`config.mk`:
```
export PLATFORM = sky130hd
export DESIGN_NAME = rational_arithmetic_unit
export DESIGN_NICKNAME = d
export VERILOG_FILES = /design/src/sv/rau_pkg.sv /design/src/sv/rau_queue.sv /design/src/sv/rau_front.sv /design/src/sv/rau_divider.sv /design/src/sv/rau_back.sv /design/src/sv/rational_arithmetic_unit.sv
export SDC_FILE = /design/constraint.sdc
export NUM_CORES = 2
export LEC_CHECK = 0
export BUFFER_PORTS_ARGS = -buffer_cell sky130_fd_sc_hd__buf_4
export CORE_MARGIN = 2
export CORE_UTILIZATION = 63
export CTS_BUF_LIST = sky130_fd_sc_hd__clkbuf_16
export CTS_CLUSTER_DIAMETER = 120
export DETAILED_ROUTE_END_ITERATION = 12
export PLACE_DENSITY = 0.9
export SYNTH_ARGS = -nofsm -noshare
export SYNTH_HDL_FRONTEND = slang
export SYNTH_SLANG_ARGS = --single-unit
export TNS_END_PERCENT = 30
```
`constraint.sdc`:
```
create_clock -name clk -period 20.4 [get_ports clk]
set_input_delay 1.02 -clock clk [delete_from_list [all_inputs] [get_ports clk]]
set_output_delay 1.02 -clock clk [all_outputs]
set_load 0.02 [all_outputs]
```
`src/sv/rau_pkg.sv`:
```
// ----------------------------------------------------------------------------
// rau_pkg
// Shared types and constants of the rational arithmetic unit.
// ----------------------------------------------------------------------------
package rau_pkg;

	localparam int OPERAND_BITS_DEF = 16;

	typedef enum logic [2:0] {
		OP_ADD = 3'd0,
		OP_SUB = 3'd1,
		OP_MUL = 3'd2,
		OP_DIV = 3'd3,
		OP_CMP = 3'd4,
		OP_NEG = 3'd5,
		OP_INC = 3'd6,
		OP_DEC = 3'd7
	} op_t;

	typedef enum logic [1:0] {
		CMP_EQ = 2'd0,
		CMP_GT = 2'd1,
		CMP_LT = 2'd2
	} cmp_t;

	typedef struct packed {
		logic full;
		logic empty;
	} q_stat_t;

endpackage

```
`src/sv/rau_queue.sv`:
```
// ----------------------------------------------------------------------------
// rau_queue
// Two-entry queue between the front and the back.
// ----------------------------------------------------------------------------
module rau_queue #(
	parameter int WIDTH = 8
) (
	input  logic             clk,
	input  logic             arst_n,
	input  logic             push,
	input  logic [WIDTH-1:0] wdata,
	input  logic             pop,
	output logic [WIDTH-1:0] rdata,
	output rau_pkg::q_stat_t stat
);

	logic [WIDTH-1:0] mem_q [2];
	logic             wp_q;
	logic             rp_q;
	logic [1:0]       cnt_q;

	always_ff @(posedge clk or negedge arst_n) begin
		if (!arst_n) begin
			wp_q  <= 1'b0;
			rp_q  <= 1'b0;
			cnt_q <= 2'd0;
		end else begin
			if (push) wp_q <= ~wp_q;
			if (pop) rp_q <= ~rp_q;
			if (push && !pop) cnt_q <= cnt_q + 2'd1;
			else if (pop && !push) cnt_q <= cnt_q - 2'd1;
		end
	end

	always_ff @(posedge clk) begin
		if (push) mem_q[wp_q] <= wdata;
	end

	assign rdata      = mem_q[rp_q];
	assign stat.full  = cnt_q == 2'd2;
	assign stat.empty = cnt_q == 2'd0;

endmodule

```
`src/sv/rau_front.sv`:
```
// ----------------------------------------------------------------------------
// rau_front
// Accepts a command word, forms the cross products and the unreduced result.
// ----------------------------------------------------------------------------
module rau_front #(
	parameter int OPERAND_BITS = rau_pkg::OPERAND_BITS_DEF,
	localparam int N = OPERAND_BITS,
	localparam int W = 2 * OPERAND_BITS
) (
	input  logic                clk,
	input  logic                arst_n,
	input  logic                start,
	output logic                busy,
	input  logic [2:0]          op,
	input  logic signed [N-1:0] a_num,
	input  logic [N-2:0]        a_den,
	input  logic signed [N-1:0] b_num,
	input  logic [N-2:0]        b_den,
	input  logic                q_full,
	output logic                push,
	output logic [2*W+1:0]      word
);

	logic                v_s1, v_s2;
	rau_pkg::op_t        op_s1, op_s2;
	logic signed [N-1:0] an_s1, bn_s1, an_s2;
	logic [N-2:0]        ad_s1, bd_s1, ad_s2;
	logic                bz_s2;
	logic signed [W-1:0] pa_s2, pb_s2;
	logic [W-2:0]        pc_s2;

	logic                s2_free, mv1, acc;
	logic signed [N-1:0] msel, ads;
	logic signed [W-1:0] pa, pb;

	assign push    = v_s2 && !q_full;
	assign s2_free = !v_s2 || push;
	assign mv1     = v_s1 && s2_free;
	assign busy    = v_s1 && !s2_free;
	assign acc     = start && !busy;

	// multiply uses b_num where the others use b_den
	assign msel = (op_s1 == rau_pkg::OP_MUL) ? bn_s1 : $signed({1'b0, bd_s1});
	assign ads  = $signed({1'b0, ad_s1});
	assign pa   = W'(an_s1) * W'(msel);
	assign pb   = W'(bn_s1) * W'(ads);

	always_ff @(posedge clk or negedge arst_n) begin
		if (!arst_n) begin
			v_s1 <= 1'b0;
			v_s2 <= 1'b0;
		end else begin
			v_s1 <= acc || (v_s1 && !mv1);
			v_s2 <= mv1 || (v_s2 && !push);
		end
	end

	always_ff @(posedge clk) begin
		if (acc) begin
			op_s1 <= rau_pkg::op_t'(op);
			an_s1 <= a_num;
			bn_s1 <= b_num;
			ad_s1 <= (a_den == '0) ? (N-1)'(1) : a_den;
			bd_s1 <= (b_den == '0) ? (N-1)'(1) : b_den;
		end
		if (mv1) begin
			op_s2 <= op_s1;
			an_s2 <= an_s1;
			ad_s2 <= ad_s1;
			bz_s2 <= bn_s1 == '0;
			pa_s2 <= pa;
			pb_s2 <= pb;
			pc_s2 <= (W-1)'(ad_s1) * (W-1)'(bd_s1);
		end
	end

	logic signed [W-1:0] rn;
	logic [W-2:0]        rd;
	rau_pkg::cmp_t       cmp;
	logic                dz;
	logic signed [W-1:0] anx, adx;

	assign anx = W'(an_s2);
	assign adx = $signed(W'(ad_s2));

	always_comb begin
		rn  = '0;
		rd  = (W-1)'(1);
		cmp = rau_pkg::CMP_EQ;
		dz  = 1'b0;
		case (op_s2)
			rau_pkg::OP_ADD: begin
				rn = pa_s2 + pb_s2;
				rd = pc_s2;
			end
			rau_pkg::OP_SUB: begin
				rn = pa_s2 - pb_s2;
				rd = pc_s2;
			end
			rau_pkg::OP_MUL: begin
				rn = pa_s2;
				rd = pc_s2;
			end
			rau_pkg::OP_DIV: begin
				if (bz_s2) begin
					dz = 1'b1;
				end else if (pb_s2 < 0) begin
					rn = -pa_s2;
					rd = (W-1)'(-pb_s2);
				end else begin
					rn = pa_s2;
					rd = (W-1)'(pb_s2);
				end
			end
			rau_pkg::OP_CMP: begin
				if (pa_s2 > pb_s2) cmp = rau_pkg::CMP_GT;
				else if (pa_s2 < pb_s2) cmp = rau_pkg::CMP_LT;
			end
			rau_pkg::OP_NEG: begin
				rn = -anx;
				rd = (W-1)'(ad_s2);
			end
			rau_pkg::OP_INC: begin
				rn = anx + adx;
				rd = (W-1)'(ad_s2);
			end
			rau_pkg::OP_DEC: begin
				rn = anx - adx;
				rd = (W-1)'(ad_s2);
			end
			default: begin
				rn = '0;
			end
		endcase
	end

	assign word = {dz, cmp, rd, rn};

endmodule

```
`src/sv/rau_divider.sv`:
```
// ----------------------------------------------------------------------------
// rau_divider
// Restoring unsigned divider, one quotient bit per cycle.
// ----------------------------------------------------------------------------
module rau_divider #(
	parameter int W = 32,
	localparam int CW = $clog2(W + 1)
) (
	input  logic         clk,
	input  logic         arst_n,
	input  logic         start,
	input  logic [W-1:0] dividend,
	input  logic [W-1:0] divisor,
	output logic         done,
	output logic [W-1:0] quot,
	output logic [W-1:0] rem
);

	logic          run_q, done_q;
	logic [CW-1:0] cnt_q;
	logic [W-1:0]  rem_q, quo_q, dvs_q;
	logic [W:0]    trial, diff;
	logic          ge;

	assign trial = {rem_q, quo_q[W-1]};
	assign ge    = trial >= {1'b0, dvs_q};
	assign diff  = trial - {1'b0, dvs_q};

	always_ff @(posedge clk or negedge arst_n) begin
		if (!arst_n) begin
			run_q  <= 1'b0;
			done_q <= 1'b0;
			cnt_q  <= '0;
		end else begin
			done_q <= 1'b0;
			if (start && !run_q) begin
				run_q <= 1'b1;
				cnt_q <= CW'(W);
			end else if (run_q) begin
				cnt_q <= cnt_q - CW'(1);
				if (cnt_q == CW'(1)) begin
					run_q  <= 1'b0;
					done_q <= 1'b1;
				end
			end
		end
	end

	always_ff @(posedge clk) begin
		if (start && !run_q) begin
			rem_q <= '0;
			quo_q <= dividend;
			dvs_q <= divisor;
		end else if (run_q) begin
			rem_q <= ge ? diff[W-1:0] : trial[W-1:0];
			quo_q <= {quo_q[W-2:0], ge};
		end
	end

	assign done = done_q;
	assign quot = quo_q;
	assign rem  = rem_q;

endmodule

```
`src/sv/rau_back.sv`:
```
// ----------------------------------------------------------------------------
// rau_back
// Reduces each queued fraction by its gcd and drives the result word.
// ----------------------------------------------------------------------------
module rau_back #(
	parameter int OPERAND_BITS = rau_pkg::OPERAND_BITS_DEF,
	localparam int W = 2 * OPERAND_BITS
) (
	input  logic                clk,
	input  logic                arst_n,
	input  rau_pkg::q_stat_t    qstat,
	input  logic [2*W+1:0]      word,
	output logic                pop,
	output logic                done,
	output logic signed [W-1:0] res_num,
	output logic [W-2:0]        res_den,
	output logic [1:0]          cmp_code,
	output logic                div_zero
);

	typedef enum logic [3:0] {
		S_IDLE = 4'b0001,
		S_GCD  = 4'b0010,
		S_DIVN = 4'b0100,
		S_DIVD = 4'b1000
	} state_t;

	state_t       st_q;
	logic         neg_q;
	logic [W-1:0] mag_q, den_q, y_q, qn_q;
	logic         done_q;

	logic signed [W-1:0] wnum;
	logic [W-2:0]        wden;
	logic [W-1:0]        wmag;
	logic                dv_start, dv_done;
	logic [W-1:0]        dv_a, dv_b, dv_quot, dv_rem;

	assign wnum = $signed(word[W-1:0]);
	assign wden = word[2*W-2:W];
	assign wmag = wnum[W-1] ? W'(-wnum) : W'(wnum);
	assign pop  = (st_q == S_IDLE) && !qstat.empty;

	always_comb begin
		dv_start = 1'b0;
		dv_a     = mag_q;
		dv_b     = y_q;
		case (st_q)
			S_IDLE: begin
				dv_start = pop && (wnum != '0);
				dv_a     = wmag;
				dv_b     = {1'b0, wden};
			end
			S_GCD: begin
				dv_start = dv_done;
				if (dv_rem == '0) begin
					dv_a = mag_q;
					dv_b = y_q;
				end else begin
					dv_a = y_q;
					dv_b = dv_rem;
				end
			end
			S_DIVN: begin
				dv_start = dv_done;
				dv_a     = den_q;
				dv_b     = y_q;
			end
			S_DIVD: begin
				dv_start = 1'b0;
			end
			default: begin
				dv_start = 1'b0;
			end
		endcase
	end

	rau_divider #(.W(W)) u_div (
		.clk      (clk),
		.arst_n   (arst_n),
		.start    (dv_start),
		.dividend (dv_a),
		.divisor  (dv_b),
		.done     (dv_done),
		.quot     (dv_quot),
		.rem      (dv_rem)
	);

	always_ff @(posedge clk or negedge arst_n) begin
		if (!arst_n) begin
			st_q   <= S_IDLE;
			done_q <= 1'b0;
		end else begin
			done_q <= 1'b0;
			case (st_q)
				S_IDLE: begin
					if (pop) begin
						if (wnum == '0) done_q <= 1'b1;
						else st_q <= S_GCD;
					end
				end
				S_GCD: begin
					if (dv_done && dv_rem == '0) st_q <= S_DIVN;
				end
				S_DIVN: begin
					if (dv_done) st_q <= S_DIVD;
				end
				S_DIVD: begin
					if (dv_done) begin
						st_q   <= S_IDLE;
						done_q <= 1'b1;
					end
				end
				default: begin
					st_q <= S_IDLE;
				end
			endcase
		end
	end

	always_ff @(posedge clk) begin
		case (st_q)
			S_IDLE: begin
				if (pop) begin
					neg_q    <= wnum[W-1];
					mag_q    <= wmag;
					den_q    <= {1'b0, wden};
					y_q      <= {1'b0, wden};
					cmp_code <= word[2*W:2*W-1];
					div_zero <= word[2*W+1];
					// zero numerator comes out as 0/1
					res_num  <= '0;
					res_den  <= (W-1)'(1);
				end
			end
			S_GCD: begin
				// gcd ends up in y_q once the remainder is zero
				if (dv_done && dv_rem != '0) y_q <= dv_rem;
			end
			S_DIVN: begin
				if (dv_done) qn_q <= dv_quot;
			end
			S_DIVD: begin
				if (dv_done) begin
					res_num <= neg_q ? $signed(-qn_q) : $signed(qn_q);
					res_den <= dv_quot[W-2:0];
				end
			end
			default: begin
				neg_q <= neg_q;
			end
		endcase
	end

	assign done = done_q;

endmodule

```
`src/sv/rational_arithmetic_unit.sv`:
```
// ----------------------------------------------------------------------------
// rational_arithmetic_unit
// Rational add, sub, mul, div, compare and unary ops with gcd reduction.
// ----------------------------------------------------------------------------
// Usage: drive op and both operands and raise start; the command word is taken
// at a rising edge where start is high and busy is low. Denominator fields of
// zero are read as one.
// The front registers the operands, registers the cross products in a second
// stage and writes the unreduced fraction into a two-entry queue. The back
// pops it and reduces it with a shared one-bit-per-cycle divider: the gcd is
// found by repeated modulo steps, then numerator and denominator are each
// divided by the gcd in the same unit. Zero results, compares and divide by
// zero skip the divider. The back pops the next word only once it is idle
// again, so the divider sets the throughput.
// Each result word is on res_num, res_den, cmp_code and div_zero, marked by a
// one-cycle done pulse; the receiver cannot stall it. busy rises while
// the queue is full and both front stages hold a word.
// Reset clears the pipeline valids, the queue and the back state machine.
// ----------------------------------------------------------------------------
module rational_arithmetic_unit #(
	parameter int OPERAND_BITS = rau_pkg::OPERAND_BITS_DEF,
	localparam int N = OPERAND_BITS,
	localparam int W = 2 * OPERAND_BITS
) (
	input  logic                clk,
	input  logic                arst_n,
	input  logic                start,
	output logic                busy,
	input  logic [2:0]          op,
	input  logic signed [N-1:0] a_num,
	input  logic [N-2:0]        a_den,
	input  logic signed [N-1:0] b_num,
	input  logic [N-2:0]        b_den,
	output logic                done,
	output logic signed [W-1:0] res_num,
	output logic [W-2:0]        res_den,
	output logic [1:0]          cmp_code,
	output logic                div_zero
);

	logic                 push, pop;
	logic [2*W+1:0]       wword, rword;
	rau_pkg::q_stat_t     qstat;

	rau_front #(.OPERAND_BITS(OPERAND_BITS)) u_front (
		.clk    (clk),
		.arst_n (arst_n),
		.start  (start),
		.busy   (busy),
		.op     (op),
		.a_num  (a_num),
		.a_den  (a_den),
		.b_num  (b_num),
		.b_den  (b_den),
		.q_full (qstat.full),
		.push   (push),
		.word   (wword)
	);

	rau_queue #(.WIDTH(2 * W + 2)) u_queue (
		.clk    (clk),
		.arst_n (arst_n),
		.push   (push),
		.wdata  (wword),
		.pop    (pop),
		.rdata  (rword),
		.stat   (qstat)
	);

	rau_back #(.OPERAND_BITS(OPERAND_BITS)) u_back (
		.clk      (clk),
		.arst_n   (arst_n),
		.qstat    (qstat),
		.word     (rword),
		.pop      (pop),
		.done     (done),
		.res_num  (res_num),
		.res_den  (res_den),
		.cmp_code (cmp_code),
		.div_zero (div_zero)
	);

endmodule
```
==> summary.txt <==
Layout
  – Footprint of the multi-input gates: 36900 µm²
  – Register area: 18700 µm²
  – Syn-to-layout area delta: 7.23%
  – Final #Nets: 7137
  – Share of layout cells above drive strength 1: 6.23%
  – Layout fillers: 6730

Timing
  – # setup viols final: 0
  – RSZ-0062 raised after global routing: false
  – Worst Max-Slew Pin Slew: 1.08 ns
  – Fin Setup TNS: 0 ns
  – Final count of hold timing violations: 0
  – Final period util: 37.3%
  – Max Fclk: 0.131 GHz
  – Slew Viols, Final: 0
  – Slew headroom: 27.9%
  – Fin crit period: ~7.6 ns
  – Clock skew: 0.0300 ns

Setup path
  – Critical Path RT: 20.78 ns
  – CP startpoint: u_front.op_s1[0]
  – Worst path slowest cell: fa_1
  – Reg-to-reg startpoint: u_front.op_s1[0]
  – Critical path's largest stage delay: 0.55 ns
  – Critical path endpoint: u_front.pa_s2[31]
  – WP data arrival: 7.99 ns
  – Reg2Reg Setup Slack: 12.79 ns
  – R2R cell count: 25
  – Setup CP Type: flip-flop to flip-flop
  – Worst path most repeated cell: fa_1
  – Worst R2R End: u_front.pa_s2[31]
  – CP endpoint kind: flip-flop
  – CP Max Fanout: 16
  – Type of origin of the critical path: flip-flop

Yosys
  – Sequential cell area fraction in the yosys report: 31.1%
  – Synthesized net count: 7150
  – Top cell type's share of synthesized area: 29.2%
  – FF+latch count, synth: around 640
  – Most frequent cell after synthesis: inv_1
  – Syn avg cell area: roughly 10 µm²
  – Yosys cell types: 91
  – Most used DFF post-synth: edfxtp_1
  – Top post-synthesis cells by area: edfxtp_1, fa_1, ha_1, inv_1, nand2_1
  – EDFF count, synth: 584
  – Post-synthesis async set-or-reset flop share: approximately 3%
  – Post-synthesis cell area: 60100 µm²
  – Syn Inst Count: roughly 6000
  – Synth top cells by count: inv_1, fa_1, nand2_1
  – Largest area contributor in the netlist: edfxtp_1
  – Synth warnings: 0

Global routing
  – Initial antenna violation count: 2
  – Vias in the first global route: 47800
  – Global-route wire length before repair: 263000 µm
  – Largest net degree at the start of global routing: 84
  – Overflow after GRT: 0
  – GRT Util Overall: 34.9%

CTS
  – Clock transition at the registers of the reported paths: 0.06 ns
  – Post-CTS resize count: 0
  – CTS tree: done
  – Clock sink count: 635
  – Clk Latency, worst-skew pair: approximately 0.65 ns
  – Hold_buf cts: 0
  – Clock Path Buffers: 3
  – Htree depth: 3
  – Post-CTS setup buffer count: 0
  – Root buf cell: clkbuf_16
  – Num CTS Buffers: 70

Job
  – Max-cap check violation count: 0

Routing
  – DR DRC count: 0
  – DRT Wirelength: 169000 µm
  – Drt pass-1 iters: 8
  – Number of vias per cell: approximately 6.3
  – WL/cell: 23.1 µm
  – DRT iter0 DRCs: 5213
  – DR vias: about 46000
  – Detail Route Antenna Nets: 0

Placement
  – Final Wtd Congestion: 1.00
  – HPWL Detailed: 126000 µm
  – I/O Buffers: 135

Die
  – Die area: about 100000 µm²
  – Die height: around 310 µm
  – Die X-Extent: approximately 310 µm
  – Starting density of the core: 63.4%
  – # IOs: 136
  – Core area: 94700 µm²
  – Num rows: 113

Outcome
  – Status: completed

Hold path
  – Hold crit path type: input port to async pin
==> layout by cell type, fill, tap and decap left out, types with 65 or more instances in the layout <==
| master | n |
|---|---|
| nor2b_1 | 65 |
| o21ai_0 | 214 |
| xnor2_1 | 161 |
| nor2_1 | 345 |
| fa_1 | 680 |
| a21o_1 | 73 |
| buf_4 | 195 |
| nand2_1 | 605 |
| clkbuf_16 | 70 |
| a21oi_1 | 275 |
| xor2_1 | 84 |
| edfxtp_1 | 584 |
| ha_1 | 392 |
| mux2i_1 | 81 |
| inv_1 | 937 |
| and2_1 | 331 |
| nor3_1 | 78 |
==> worst max-delay path: cells and delay by family, from the launching register on <==
kind                     cells  cell delay, ns
adder cells (fa/ha/maj)      7            3.44
buffers and inverters        5            0.49
AO/OA/AOI/OAI                8            1.62
XOR/XNOR                     1            0.14
multiplexers                 1            0.49
AND/OR/NAND/NOR              3            0.76
flip-flops                   1            0.41
==> layout make-up <==
| cell class | instances | area share (%) |
|---|---|---|
| multi-input cells | 4169 | 57.4 |
| flip-flops and latches | 635 | 29.0 |
| inverters | 926 | 5.40 |
| clock buffers | 70 | 2.72 |
| well taps | 1265 | 2.46 |
| repair buffers | 195 | 2.27 |
| clock inverters | 56 | 0.820 |
| diodes | 2 | 0.00777 |
==> cell families (layout without fill, tap and decap cells) <==
logic type	after synthesis	in the layout	synth area share (%)
AO/OA/AOI/OAI	1041	1041	11.5
XOR/XNOR	245	245	3.57
adder cells (fa/ha/maj)	1072	1072	30.8
buffers and inverters	1206	1247	7.57
flip-flops	635	635	31.1
multiplexers	101	101	1.72
other	0	2	0
AND/OR/NAND/NOR	1710	1710	13.8
==> stage by stage <==
stage          utilization [%]  hold WS (ns)  worst slack, ns  cells  instance area, µm²
4_1_cts                   68.0         0.249            12.82   7316               64400
2_1_floorplan                -         0.418            12.87   6010               60100
6_report                  68.0         0.268            12.79   7318               64400
3_3_place_gp              65.6         0.419            12.97   7190               62100
5_1_grt                   68.0         0.267            12.27   7317               64400
3_5_place_dp              65.6         0.438            12.82   7190               62100
==> state kept, by name, summed over array words and instances, names as in the netlist, 16 cells and up <==
name	cells
u_queue.mem_q	132
u_back.mag_q	32
u_back.qn_q	32
u_back.res_num	32
u_back.u_div.dvs_q	32
u_back.u_div.quot	32
u_back.u_div.rem	32
u_back.y_q	32
u_front.pa_s2	32
u_front.pb_s2	32
u_back.den_q	31
u_back.res_den	31
u_front.pc_s2	30
u_front.an_s1	16
u_front.an_s2	16
u_front.bn_s1	16
==> worst min-delay path by stage <==
stage | startpoint | to | slack, ns
6_report | arst_n | u_back.u_div.done | 0.27
5_1_grt | arst_n | u_back.u_div.done | 0.27
4_1_cts | arst_n | u_back.u_div.cnt_q[5] | 0.25
3_5_place_dp | u_front.op_s1[1] | u_front.op_s2[1] | 0.44
3_3_place_gp | u_front.op_s1[1] | u_front.op_s2[1] | 0.42
2_1_floorplan | u_front.op_s1[1] | u_front.op_s2[1] | 0.42
==> per-layer routing <==
layer  track usage, %  part of all wire (%)  vias up  routed length (µm)
li1                 -                     -    20000                   -
met1             42.1                    35    22300               59400
met2             56.2                    46     2920               78200
met3             8.11                    11      712               18600
met4             23.3                   7.7        0               13000
met5                0                     0        -                   0
Power is not shown: default switching activity piles up to over one toggle a cycle in this logic, so the estimate is an artifact.
